--- config.mk ---
export PLATFORM = sky130hd
export DESIGN_NAME = triggered_3d_distance_hold_unit
export DESIGN_NICKNAME = d
export VERILOG_FILES = /design/src/hdl/t3dh_pkg.sv /design/src/hdl/t3dh_ram.sv /design/src/hdl/t3dh_isqrt.sv /design/src/hdl/triggered_3d_distance_hold_unit.sv
export SDC_FILE = /design/constraint.sdc
export NUM_CORES = 2
export LEC_CHECK = 0
export BUFFER_PORTS_ARGS = -buffer_cell sky130_fd_sc_hd__buf_2
export CORE_MARGIN = 2
export CORE_UTILIZATION = 50
export DETAILED_ROUTE_END_ITERATION = 10
export PLACE_DENSITY = 0.72
export SLEW_MARGIN = 0
export SYNTH_ARGS = -nofsm -noshare
export SYNTH_HDL_FRONTEND = slang
export SYNTH_SLANG_ARGS = --single-unit
--- constraint.sdc ---
create_clock -name clk -period 46.3 [get_ports clk]
set_input_delay 9.26 -clock clk [delete_from_list [all_inputs] [get_ports clk]]
set_output_delay 9.26 -clock clk [all_outputs]
set_load 0.05 [all_outputs]
--- src/hdl/t3dh_pkg.sv ---
package t3dh_pkg;

	localparam int IDX_W               = 6;
	localparam int COORD_W             = 16;
	localparam int DIFF_W              = COORD_W + 1;
	localparam int SQ_W                = 2 * COORD_W;
	localparam int SUM_W               = SQ_W + 2;
	localparam int DIST_W              = 17;
	localparam int S_TDATA_W           = 104;
	localparam int M_TDATA_W           = 24;
	localparam int DEFAULT_POINT_COUNT = 64;

	localparam logic [DIST_W-1:0] RESET_DIST = DIST_W'(256);

	// Control that travels alongside the data through the pipeline.
	typedef struct packed {
		logic             vld;
		logic             trig;
		logic             inr;
		logic [IDX_W-1:0] idx;
	} meta_t;

endpackage

--- src/hdl/t3dh_ram.sv ---
module t3dh_ram import t3dh_pkg::*; #(
	parameter int WIDTH = DIST_W,
	parameter int DEPTH = DEFAULT_POINT_COUNT,
	localparam int AW   = (DEPTH > 1) ? $clog2(DEPTH) : 1
) (
	input  logic             clk,
	input  logic             we,
	input  logic [AW-1:0]    waddr,
	input  logic [WIDTH-1:0] wdata,
	input  logic             re,
	input  logic [AW-1:0]    raddr,
	output logic [WIDTH-1:0] rdata
);

	logic [WIDTH-1:0] mem_q [0:DEPTH-1];

	always_ff @(posedge clk) begin
		if (we) begin
			mem_q[waddr] <= wdata;
		end
	end

	always_ff @(posedge clk) begin
		if (re) begin
			rdata <= mem_q[raddr];
		end
	end

endmodule

--- src/hdl/t3dh_isqrt.sv ---
module t3dh_isqrt import t3dh_pkg::*; (
	input  logic              clk,
	input  logic              arst_n,
	input  logic              en,
	input  meta_t             in_meta,
	input  logic [SUM_W-1:0]  radicand,
	output meta_t             out_meta,
	output logic [DIST_W-1:0] root
);

	// One result bit per stage, most significant first.
	localparam int STEPS = DIST_W;
	localparam int REM_W = DIST_W + 2;

	meta_t             meta_q [0:STEPS-1];
	logic [REM_W-1:0]  rem_q  [0:STEPS-1];
	logic [DIST_W-1:0] root_q [0:STEPS-1];
	logic [SUM_W-1:0]  rad_q  [0:STEPS-2];

	meta_t             meta_in [0:STEPS-1];
	logic [REM_W-1:0]  rem_in  [0:STEPS-1];
	logic [DIST_W-1:0] root_in [0:STEPS-1];
	logic [SUM_W-1:0]  rad_in  [0:STEPS-1];

	for (genvar k = 0; k < STEPS; k++) begin : g_step
		logic [REM_W+1:0] shifted;
		logic [REM_W+1:0] cand;
		logic             take;

		if (k == 0) begin : g_first
			assign meta_in[k] = in_meta;
			assign rem_in[k]  = '0;
			assign root_in[k] = '0;
			assign rad_in[k]  = radicand;
		end else begin : g_next
			assign meta_in[k] = meta_q[k-1];
			assign rem_in[k]  = rem_q[k-1];
			assign root_in[k] = root_q[k-1];
			assign rad_in[k]  = rad_q[k-1];
		end

		assign shifted = {rem_in[k], rad_in[k][SUM_W-1 -: 2]};
		assign cand    = (REM_W+2)'({root_in[k], 2'b01});
		assign take    = (shifted >= cand);

		always_ff @(posedge clk or negedge arst_n) begin
			if (!arst_n) begin
				meta_q[k] <= '0;
			end else if (en) begin
				meta_q[k] <= meta_in[k];
			end
		end

		always_ff @(posedge clk) begin
			if (en) begin
				rem_q[k]  <= take ? REM_W'(shifted - cand) : REM_W'(shifted);
				root_q[k] <= {root_in[k][DIST_W-2:0], take};
			end
		end

		if (k < STEPS - 1) begin : g_rad
			always_ff @(posedge clk) begin
				if (en) begin
					rad_q[k] <= {rad_in[k][SUM_W-3:0], 2'b00};
				end
			end
		end
	end

	assign out_meta = meta_q[STEPS-1];
	assign root     = root_q[STEPS-1];

endmodule

--- src/hdl/triggered_3d_distance_hold_unit.sv ---
// Channel   Direction  Handshake                      Contents
// s_axis    in         s_axis_tvalid / s_axis_tready  trigger, point index, listener, point
// m_axis    out        m_axis_tvalid / m_axis_tready  point index, held distance
//
// One request is taken per clock cycle unless the pipeline stalls; each result passes
// through three arithmetic stages, seventeen square-root stages and one output register.
// The square-root pipeline retires one root bit per stage.
// Reset clears all pipeline valid flags and the per-entry written flags, so every stored
// distance reads as 1.0 until it is first recomputed; there is no clearing pass.
// When the output register is full and not being taken, the whole pipeline stalls and
// s_axis_tready falls in the same cycle.
module triggered_3d_distance_hold_unit import t3dh_pkg::*; #(
	parameter int POINT_COUNT = DEFAULT_POINT_COUNT
) (
	input  logic                 clk,
	input  logic                 arst_n,
	input  logic                 s_axis_tvalid,
	output logic                 s_axis_tready,
	// point_index[5:0], loc_x, loc_y, loc_z, pt_x, pt_y, pt_z (16 bits each), 2 zero bits
	input  logic [S_TDATA_W-1:0] s_axis_tdata,
	// trigger_on
	input  logic [0:0]           s_axis_tuser,
	output logic                 m_axis_tvalid,
	input  logic                 m_axis_tready,
	// result_index[5:0], distance[22:6], 1 zero bit
	output logic [M_TDATA_W-1:0] m_axis_tdata
);

	localparam int AW = (POINT_COUNT > 1) ? $clog2(POINT_COUNT) : 1;

	// Unpacked request fields.
	logic [IDX_W-1:0]          in_idx;
	logic signed [COORD_W-1:0] loc_x, loc_y, loc_z, pt_x, pt_y, pt_z;

	assign in_idx = s_axis_tdata[IDX_W-1:0];
	assign loc_x  = s_axis_tdata[IDX_W+0*COORD_W +: COORD_W];
	assign loc_y  = s_axis_tdata[IDX_W+1*COORD_W +: COORD_W];
	assign loc_z  = s_axis_tdata[IDX_W+2*COORD_W +: COORD_W];
	assign pt_x   = s_axis_tdata[IDX_W+3*COORD_W +: COORD_W];
	assign pt_y   = s_axis_tdata[IDX_W+4*COORD_W +: COORD_W];
	assign pt_z   = s_axis_tdata[IDX_W+5*COORD_W +: COORD_W];

	// The whole pipeline moves together whenever the output register can take a result.
	logic adv;
	logic out_vld_q;

	assign adv           = !out_vld_q || m_axis_tready;
	assign s_axis_tready = adv;

	// Stage 1: exact coordinate differences.
	meta_t                    meta_s1;
	logic signed [DIFF_W-1:0] dx_s1, dy_s1, dz_s1;
	meta_t                    meta_in;

	always_comb begin
		meta_in.vld  = s_axis_tvalid;
		meta_in.trig = s_axis_tuser[0];
		meta_in.inr  = ({1'b0, in_idx} < (IDX_W+1)'(POINT_COUNT));
		meta_in.idx  = in_idx;
	end

	always_ff @(posedge clk or negedge arst_n) begin
		if (!arst_n) begin
			meta_s1 <= '0;
		end else if (adv) begin
			meta_s1 <= meta_in;
		end
	end

	always_ff @(posedge clk) begin
		if (adv) begin
			dx_s1 <= DIFF_W'(pt_x) - DIFF_W'(loc_x);
			dy_s1 <= DIFF_W'(pt_y) - DIFF_W'(loc_y);
			dz_s1 <= DIFF_W'(pt_z) - DIFF_W'(loc_z);
		end
	end

	// Stage 2: squares. Each difference is at most 65535 in magnitude, so every
	// square fits in 32 unsigned bits.
	meta_t                      meta_s2;
	logic [SQ_W-1:0]            sqx_s2, sqy_s2, sqz_s2;
	logic signed [2*DIFF_W-1:0] prod_x, prod_y, prod_z;

	assign prod_x = dx_s1 * dx_s1;
	assign prod_y = dy_s1 * dy_s1;
	assign prod_z = dz_s1 * dz_s1;

	always_ff @(posedge clk or negedge arst_n) begin
		if (!arst_n) begin
			meta_s2 <= '0;
		end else if (adv) begin
			meta_s2 <= meta_s1;
		end
	end

	always_ff @(posedge clk) begin
		if (adv) begin
			sqx_s2 <= prod_x[SQ_W-1:0];
			sqy_s2 <= prod_y[SQ_W-1:0];
			sqz_s2 <= prod_z[SQ_W-1:0];
		end
	end

	// Stage 3: sum of squares, exact in 34 bits.
	meta_t            meta_s3;
	logic [SUM_W-1:0] sum_s3;

	always_ff @(posedge clk or negedge arst_n) begin
		if (!arst_n) begin
			meta_s3 <= '0;
		end else if (adv) begin
			meta_s3 <= meta_s2;
		end
	end

	always_ff @(posedge clk) begin
		if (adv) begin
			sum_s3 <= SUM_W'(sqx_s2) + SUM_W'(sqy_s2) + SUM_W'(sqz_s2);
		end
	end

	// Floor square root, one bit per stage.
	meta_t             meta_sq;
	logic [DIST_W-1:0] root_sq;

	t3dh_isqrt u_isqrt (
		.clk      (clk),
		.arst_n   (arst_n),
		.en       (adv),
		.in_meta  (meta_s3),
		.radicand (sum_s3),
		.out_meta (meta_sq),
		.root     (root_sq)
	);

	// Distance store. An in-range triggered request writes its new root; an in-range
	// holding request reads the entry. Both happen at the same pipeline position, so a read
	// always sees every write from earlier requests and no forwarding is needed.
	logic [AW-1:0]          addr;
	logic                   ram_we;
	logic                   ram_re;
	logic [DIST_W-1:0]      ram_rdata;
	logic [POINT_COUNT-1:0] written_q;

	assign addr   = meta_sq.idx[AW-1:0];
	assign ram_we = adv && meta_sq.vld && meta_sq.inr && meta_sq.trig;
	assign ram_re = adv && meta_sq.vld && meta_sq.inr && !meta_sq.trig;

	t3dh_ram #(
		.WIDTH (DIST_W),
		.DEPTH (POINT_COUNT)
	) u_ram (
		.clk   (clk),
		.we    (ram_we),
		.waddr (addr),
		.wdata (root_sq),
		.re    (ram_re),
		.raddr (addr),
		.rdata (ram_rdata)
	);

	// An entry that has never been written has no stored value; its written flag is clear, so it reads as 1.0.
	always_ff @(posedge clk or negedge arst_n) begin
		if (!arst_n) begin
			written_q <= '0;
		end else if (ram_we) begin
			written_q[addr] <= 1'b1;
		end
	end

	// Output register; the read data of the store lines up with it.
	meta_t             out_meta_q;
	logic [DIST_W-1:0] out_root_q;
	logic              out_written_q;
	logic [DIST_W-1:0] out_dist;

	always_ff @(posedge clk or negedge arst_n) begin
		if (!arst_n) begin
			out_vld_q  <= 1'b0;
			out_meta_q <= '0;
		end else if (adv) begin
			out_vld_q  <= meta_sq.vld;
			out_meta_q <= meta_sq;
		end
	end

	always_ff @(posedge clk) begin
		if (adv) begin
			out_root_q    <= root_sq;
			out_written_q <= written_q[addr];
		end
	end

	always_comb begin
		if (!out_meta_q.inr) begin
			out_dist = '0;
		end else if (out_meta_q.trig) begin
			out_dist = out_root_q;
		end else if (out_written_q) begin
			out_dist = ram_rdata;
		end else begin
			out_dist = RESET_DIST;
		end
	end

	assign m_axis_tvalid = out_vld_q;
	assign m_axis_tdata  = M_TDATA_W'({out_dist, out_meta_q.idx});

endmodule
### Yosys cells after proc, flatten, opt, wreduce, memory -nomap -nowiden

Memories as Yosys holds them, arrays and structs flattened. A register that Yosys moved wholly into a read port is not among the register bits.
Cells that the tools add are included.

* flip-flop bits (word level): 452
* memory bits (writable): 2212
* bits of input ports: 109
* output and inout port bits: 26
* logic and storage cells: 179
* memories: 4

Memory list
* u_ram.mem_q: words 64, width 17, read ports 1, clocked after memory_dff 1, write ports 1, line t3dh_ram.sv:15 `logic [WIDTH-1:0] mem_q [0:DEPTH-1];`
* u_isqrt.rad_q: words 16, width 32, read ports 16, clocked after memory_dff 0, write ports 16, line t3dh_isqrt.sv:18 `logic [SUM_W-1:0] rad_q [0:STEPS-2];`
* u_isqrt.rem_q: words 17, width 19, read ports 16, clocked after memory_dff 0, write ports 17, line t3dh_isqrt.sv:16 `logic [REM_W-1:0] rem_q [0:STEPS-1];`
* u_isqrt.root_q: words 17, width 17, read ports 17, clocked after memory_dff 0, write ports 17, line t3dh_isqrt.sv:17 `logic [DIST_W-1:0] root_q [0:STEPS-1];`

* $add $sub $neg: 22
* multipliers: 3
* $lt $le $gt $ge: 19
* mux-type cells: 28
* bitwise operators: 1
* reductions and logical operators: 8

Operators with widths (number)
* 21-bit by 19-bit >= comparator with 1-bit output: 16
* 19-bit two-way mux: 17
* 19-bit subtractor: 16
* 17-bit by 17-bit multiplier with 32-bit output: 3
* 64-bit bitwise OR: 1
* 17-bit two-way mux: 3
* 16-bit by 16-bit subtractor with 17-bit output: 3
* 33-bit by 32-bit adder with 34-bit output: 1
* 32-bit by 32-bit adder with 33-bit output: 1
* 6-bit by 7-bit < comparator with 1-bit output, second input constant: 1
* 1-bit binary-select mux with 6-bit select: 1
* 1-bit demux with 6-bit select: 1
* 6-bit by 1-bit >= comparator with 1-bit output, second input constant: 1
* 1-bit two-way mux: 6
* 1-bit logical AND: 5
* 2-bit by 1-bit subtractor with 3-bit output, second input constant: 1
* 2-bit by 1-bit >= comparator with 1-bit output, second input constant: 1
* 1-bit logical NOT: 2
* 1-bit logical OR: 1

### Depth between registers and ports, before layout

* word-level depth: 7
* mapped depth: 25
* depth with buffers taken out: 24

### Modules after synthesis

From an unflattened synthesis, not the netlist that was laid out.

* cell total of the unflattened synthesis: 8996
* area total of the unflattened synthesis: 123297.0 um^2

Modules (own cells, without submodules)
* triggered_3d_distance_hold_unit: instances 1, cells each 4238, area each 42567.1 um^2, seq. area each 8388.0 um^2
* t3dh_ram: instances 1, cells each 1953, area each 42514.5 um^2, seq. area each 33181.8 um^2
* t3dh_isqrt: instances 1, cells each 2805, area each 38215.4 um^2, seq. area each 25059.0 um^2

### Least setup slack after synthesis

Ideal clock, no wire load.

* path type: input to output
* from: input m_axis_tready
* to: output s_axis_tready
* data arrival time: 34.525 ns
* data required time: 37.040 ns
* path slack: 2.515 ns
* cell stages on the path: 3
* path buffers: 2
* cells stage by stage: nand2b_1 > clkbuf_1 > clkbuf_1

* word-level cells in the longest chain between the ends: 1

Ends and longest elaborated chain
* from (decl): line triggered_3d_distance_hold_unit.sv:24 `input logic m_axis_tready,`
* 1-bit logical OR: line triggered_3d_distance_hold_unit.sv:47 `assign adv = !out_vld_q || m_axis_tready;`
* to (decl): line triggered_3d_distance_hold_unit.sv:18 `output logic s_axis_tready,`

Every way passes these cells.

### Worst setup path in the final report

Ends and elaborated chain as after synthesis.

==> results_dict.tcl <==
set metrics [dict create \
    top_post_synthesis_cells_by_area "sky130_fd_sc_hd__edfxtp_1 (50%), sky130_fd_sc_hd__fa_1 (13%), sky130_fd_sc_hd__dfrtp_1 (5.3%), sky130_fd_sc_hd__ha_1 (5.3%), sky130_fd_sc_hd__inv_1 (4.1%)" \
    drt_drc_violations_left 0 \
    critPathKind "input port to output pin" \
    floorplan.initialDensity_pct 50.4 \
    holdCritStartpoint "u_isqrt.rad_q[1][20]" \
    setup_tns_ns 0 \
    route.vias.total 70700 \
    die_height_um 494 \
    final-max-slew-violation-count 0 \
    synth.cells.most_frequent "sky130_fd_sc_hd__edfxtp_1 (2008), sky130_fd_sc_hd__inv_1 (1307), sky130_fd_sc_hd__fa_1 (801)" \
    slew-limit-headroom_pct 20.8 \
    drt_wl_total_um 255000 \
    synthesis.area_per_instance_um2 13.3 \
    crit_fanout 9 \
    hold_ws_ns 0.337 \
    rows 179 \
    netlist_area_um2 120000 \
    synth_enable_flop_cells 2008 \
    io_pins 135 \
    crit-reg2reg-capture "sqz_s2[30]" \
    delay_of_the_slowest_cell_on_the_worst_path_ns 0.38 \
    synth_area_leader_cell "sky130_fd_sc_hd__edfxtp_1" \
    ctsResizeCount 0 \
    clock_tree.buffer_depth 3 \
    setup_viol 0 \
    holdPathEnd "u_isqrt.rad_q[1][54]" \
    finalWorstPathRequiredPeriod_ns 19.32 \
    cts_tree "yes" \
    gr-total-overflow 0 \
    ant_nets 0 \
    clkSlewWorstSetupHoldPaths_ns 0.06 \
    grt_usage_pct 21.0 \
    grt_max_degree 186 \
    fp.dieArea_um2 244000 \
    setup.worst_path.start_class "input port" \
    cp.arrival_ns 10.06 \
    drt_first_iter_violations 6403 \
    ys.flop_type "sky130_fd_sc_hd__edfxtp_1" \
    first_pass_iters 6 \
    synth-seq-cells 2261 \
    r2r_setup_slack_ns 39.04 \
    latest_clock_arrival_within_the_worst_skew_pair_ns 0.90 \
    cp_top_family "buffers and inverters" \
    max_cap_viol_count 0 \
    post-cts-setup-buffer-count 0 \
    first_pass_grt_wire_length_um 404000 \
    die_w_um 494 \
    cts_made_buffers 219 \
    drive_gt1_share_pct 10.4 \
    tightestPinTransition_ns 1.18 \
    largest_clock_skew_in_the_final_design_ns 0.103 \
    cts.htree.levels 4 \
    timing.final.hold_violations 0 \
    synth.distinct_cells 92 \
    async_flop_share_pct 11.2 \
    hold_path_depth 0 \
    initial_antenna_violation_count 4 \
    path_buf_inv 2 \
    worstSetupEndpointType "output pin" \
    critical_path.slowest_cell "sky130_fd_sc_hd__buf_2" \
    timing.critical_path.required_ns 37.04 \
    synth.yosys.seq_area_share_pct 55.5 \
    r2r_cells 22 \
    routedWlPerCell_um 20.3 \
    synth_warnings 0 \
    unrepaired_setup_endpoints_after_global_routing "false" \
    layout.nets 10600 \
    hold_class "flip-flop to flip-flop" \
    post_cts_hold_buffer_count 0 \
    outcome "complete, no violations" \
    areaGrowthSynthToFinish_pct 10.2 \
    placeableCoreArea_um2 238000 \
    critical-path-top-cell-by-count "sky130_fd_sc_hd__buf_2" \
    synthesis.instances 8999 \
    place_hpwl_um 167000 \
    detail_route.vias_per_cell 5.63 \
    post-synth-top-count-cell "sky130_fd_sc_hd__edfxtp_1" \
    clock_tree.root_cell "sky130_fd_sc_hd__clkbuf_16" \
    vias_in_the_first_global_route 74000 \
    fmax_mhz 51.8 \
    timing.rr.start "dz_s1[2]" \
    buffer_ports.inserted 131 \
    gp_congestion 0.876 \
    crit_chain "buf_2, nand2b_4, buf_2" \
    clock-sinks 2261 \
    yosys.area.top_type_share_pct 50.2 \
    final_min_period_over_clock_period_pct 41.7 \
]
how the worst max path moves through the flow:
stage | start | endpoint | cells past startpoint
6_report | m_axis_tready | s_axis_tready | 3
5_1_grt | m_axis_tready | s_axis_tready | 3
4_1_cts | m_axis_tready | s_axis_tready | 3
3_5_place_dp | m_axis_tready | s_axis_tready | 3
3_3_place_gp | m_axis_tready | s_axis_tready | 3
2_1_floorplan | m_axis_tready | s_axis_tready | 3
state kept, by name, summed over array words and instances (netlist names), 2 cells and up:
name,flops
u_isqrt.root_q,153
sum_s3,34
sqy_s2,31
out_meta_q,2
sqx_s2,31
m_axis_tdata,6
dz_s1,17
meta_s2,9
written_q,64
u_isqrt.out_meta,9
dx_s1,17
out_root_q,17
meta_s1,9
u_isqrt.rem_q,282
u_isqrt.meta_in,144
meta_s3,9
dy_s1,17
u_isqrt.rad_q,272
u_ram.rdata,17
sqz_s2,31
u_ram.mem_q,1088
stage by stage:
| stage | setup WS (ns) | area, um2 | cells | util, % |
|---|---|---|---|---|
| finish | 26.98 | 132000 | 12600 | 55.5 |
| global route | 26.89 | 132000 | 12600 | 55.5 |
| detailed placement | 26.88 | 125000 | 12200 | 52.4 |
| global placement | 26.89 | 125000 | 12200 | 52.4 |
| floorplan | 2.51 | 120000 | 9000 | - |
| CTS | 26.88 | 132000 | 12600 | 55.5 |
area by class of cell:
class,instances,area (um2)
well taps,3167,3960
flip-flops and latches,2261,66600
clock inverters,136,1680
inverters,1308,4910
multi-input cells,5145,47500
repair buffers,276,1820
fillers,18800,106000
diodes,2,5.00
clock buffers,266,5830
logic make-up after synthesis:
kind of cell	Yosys count	synth area share, %
AO/OA/AOI/OAI	1499	8.69
XOR/XNOR	372	2.71
adder cells (fa/ha/maj)	1305	18.6
buffers and inverters	1594	5.04
flip-flops	2261	55.5
multiplexers	228	2.13
other	1	0.00312
AND/OR/NAND/NOR	1739	7.30
layer usage:
| metal | up-vias | part of all wire [%] | global-route usage [%] |
|---|---|---|---|
| met1 | 35100 | 39 | 27.4 |
| met4 | 0 | 3.3 | 7.26 |
| met3 | 498 | 8.4 | 3.68 |
| li1 | 32200 | - | - |
| met2 | 2855 | 49 | 35.7 |
| met5 | - | 0 | 0 |
layout by cell type, fill, tap and decap left out, types with 25 or more instances in the layout:
master and n:
sky130_fd_sc_hd__edfxtp_1 2008, sky130_fd_sc_hd__inv_1 1307, sky130_fd_sc_hd__fa_1 801, sky130_fd_sc_hd__ha_1 504, sky130_fd_sc_hd__nand2_1 455, sky130_fd_sc_hd__a22oi_1 417, sky130_fd_sc_hd__nor2_1 364, sky130_fd_sc_hd__a21oi_1 279
sky130_fd_sc_hd__dfrtp_1 253, sky130_fd_sc_hd__xnor2_1 242, sky130_fd_sc_hd__mux2_2 222, sky130_fd_sc_hd__clkbuf_16 220, sky130_fd_sc_hd__and2_1 174, sky130_fd_sc_hd__o21ai_0 161, sky130_fd_sc_hd__buf_4 140, sky130_fd_sc_hd__xor2_1 130
sky130_fd_sc_hd__buf_2 130, sky130_fd_sc_hd__nor3_1 109, sky130_fd_sc_hd__a221oi_1 101, sky130_fd_sc_hd__nor2b_1 99, sky130_fd_sc_hd__nand3_1 97, sky130_fd_sc_hd__a22o_1 94, sky130_fd_sc_hd__nand4_1 89, sky130_fd_sc_hd__a31oi_1 85
sky130_fd_sc_hd__or2_2 84, sky130_fd_sc_hd__a21o_1 73, sky130_fd_sc_hd__o21a_1 71, sky130_fd_sc_hd__nand2b_1 59, sky130_fd_sc_hd__or3_1 56, sky130_fd_sc_hd__clkinv_2 43, sky130_fd_sc_hd__nor4_1 36, sky130_fd_sc_hd__a211oi_1 32
sky130_fd_sc_hd__clkbuf_1 31, sky130_fd_sc_hd__clkinv_1 29, sky130_fd_sc_hd__bufinv_16 26, sky130_fd_sc_hd__o31ai_1 25, sky130_fd_sc_hd__and3_1 25
Power is left out: the tool's default activity adds up to more than one toggle a clock period on the data nets, which glitch-free logic cannot reach.
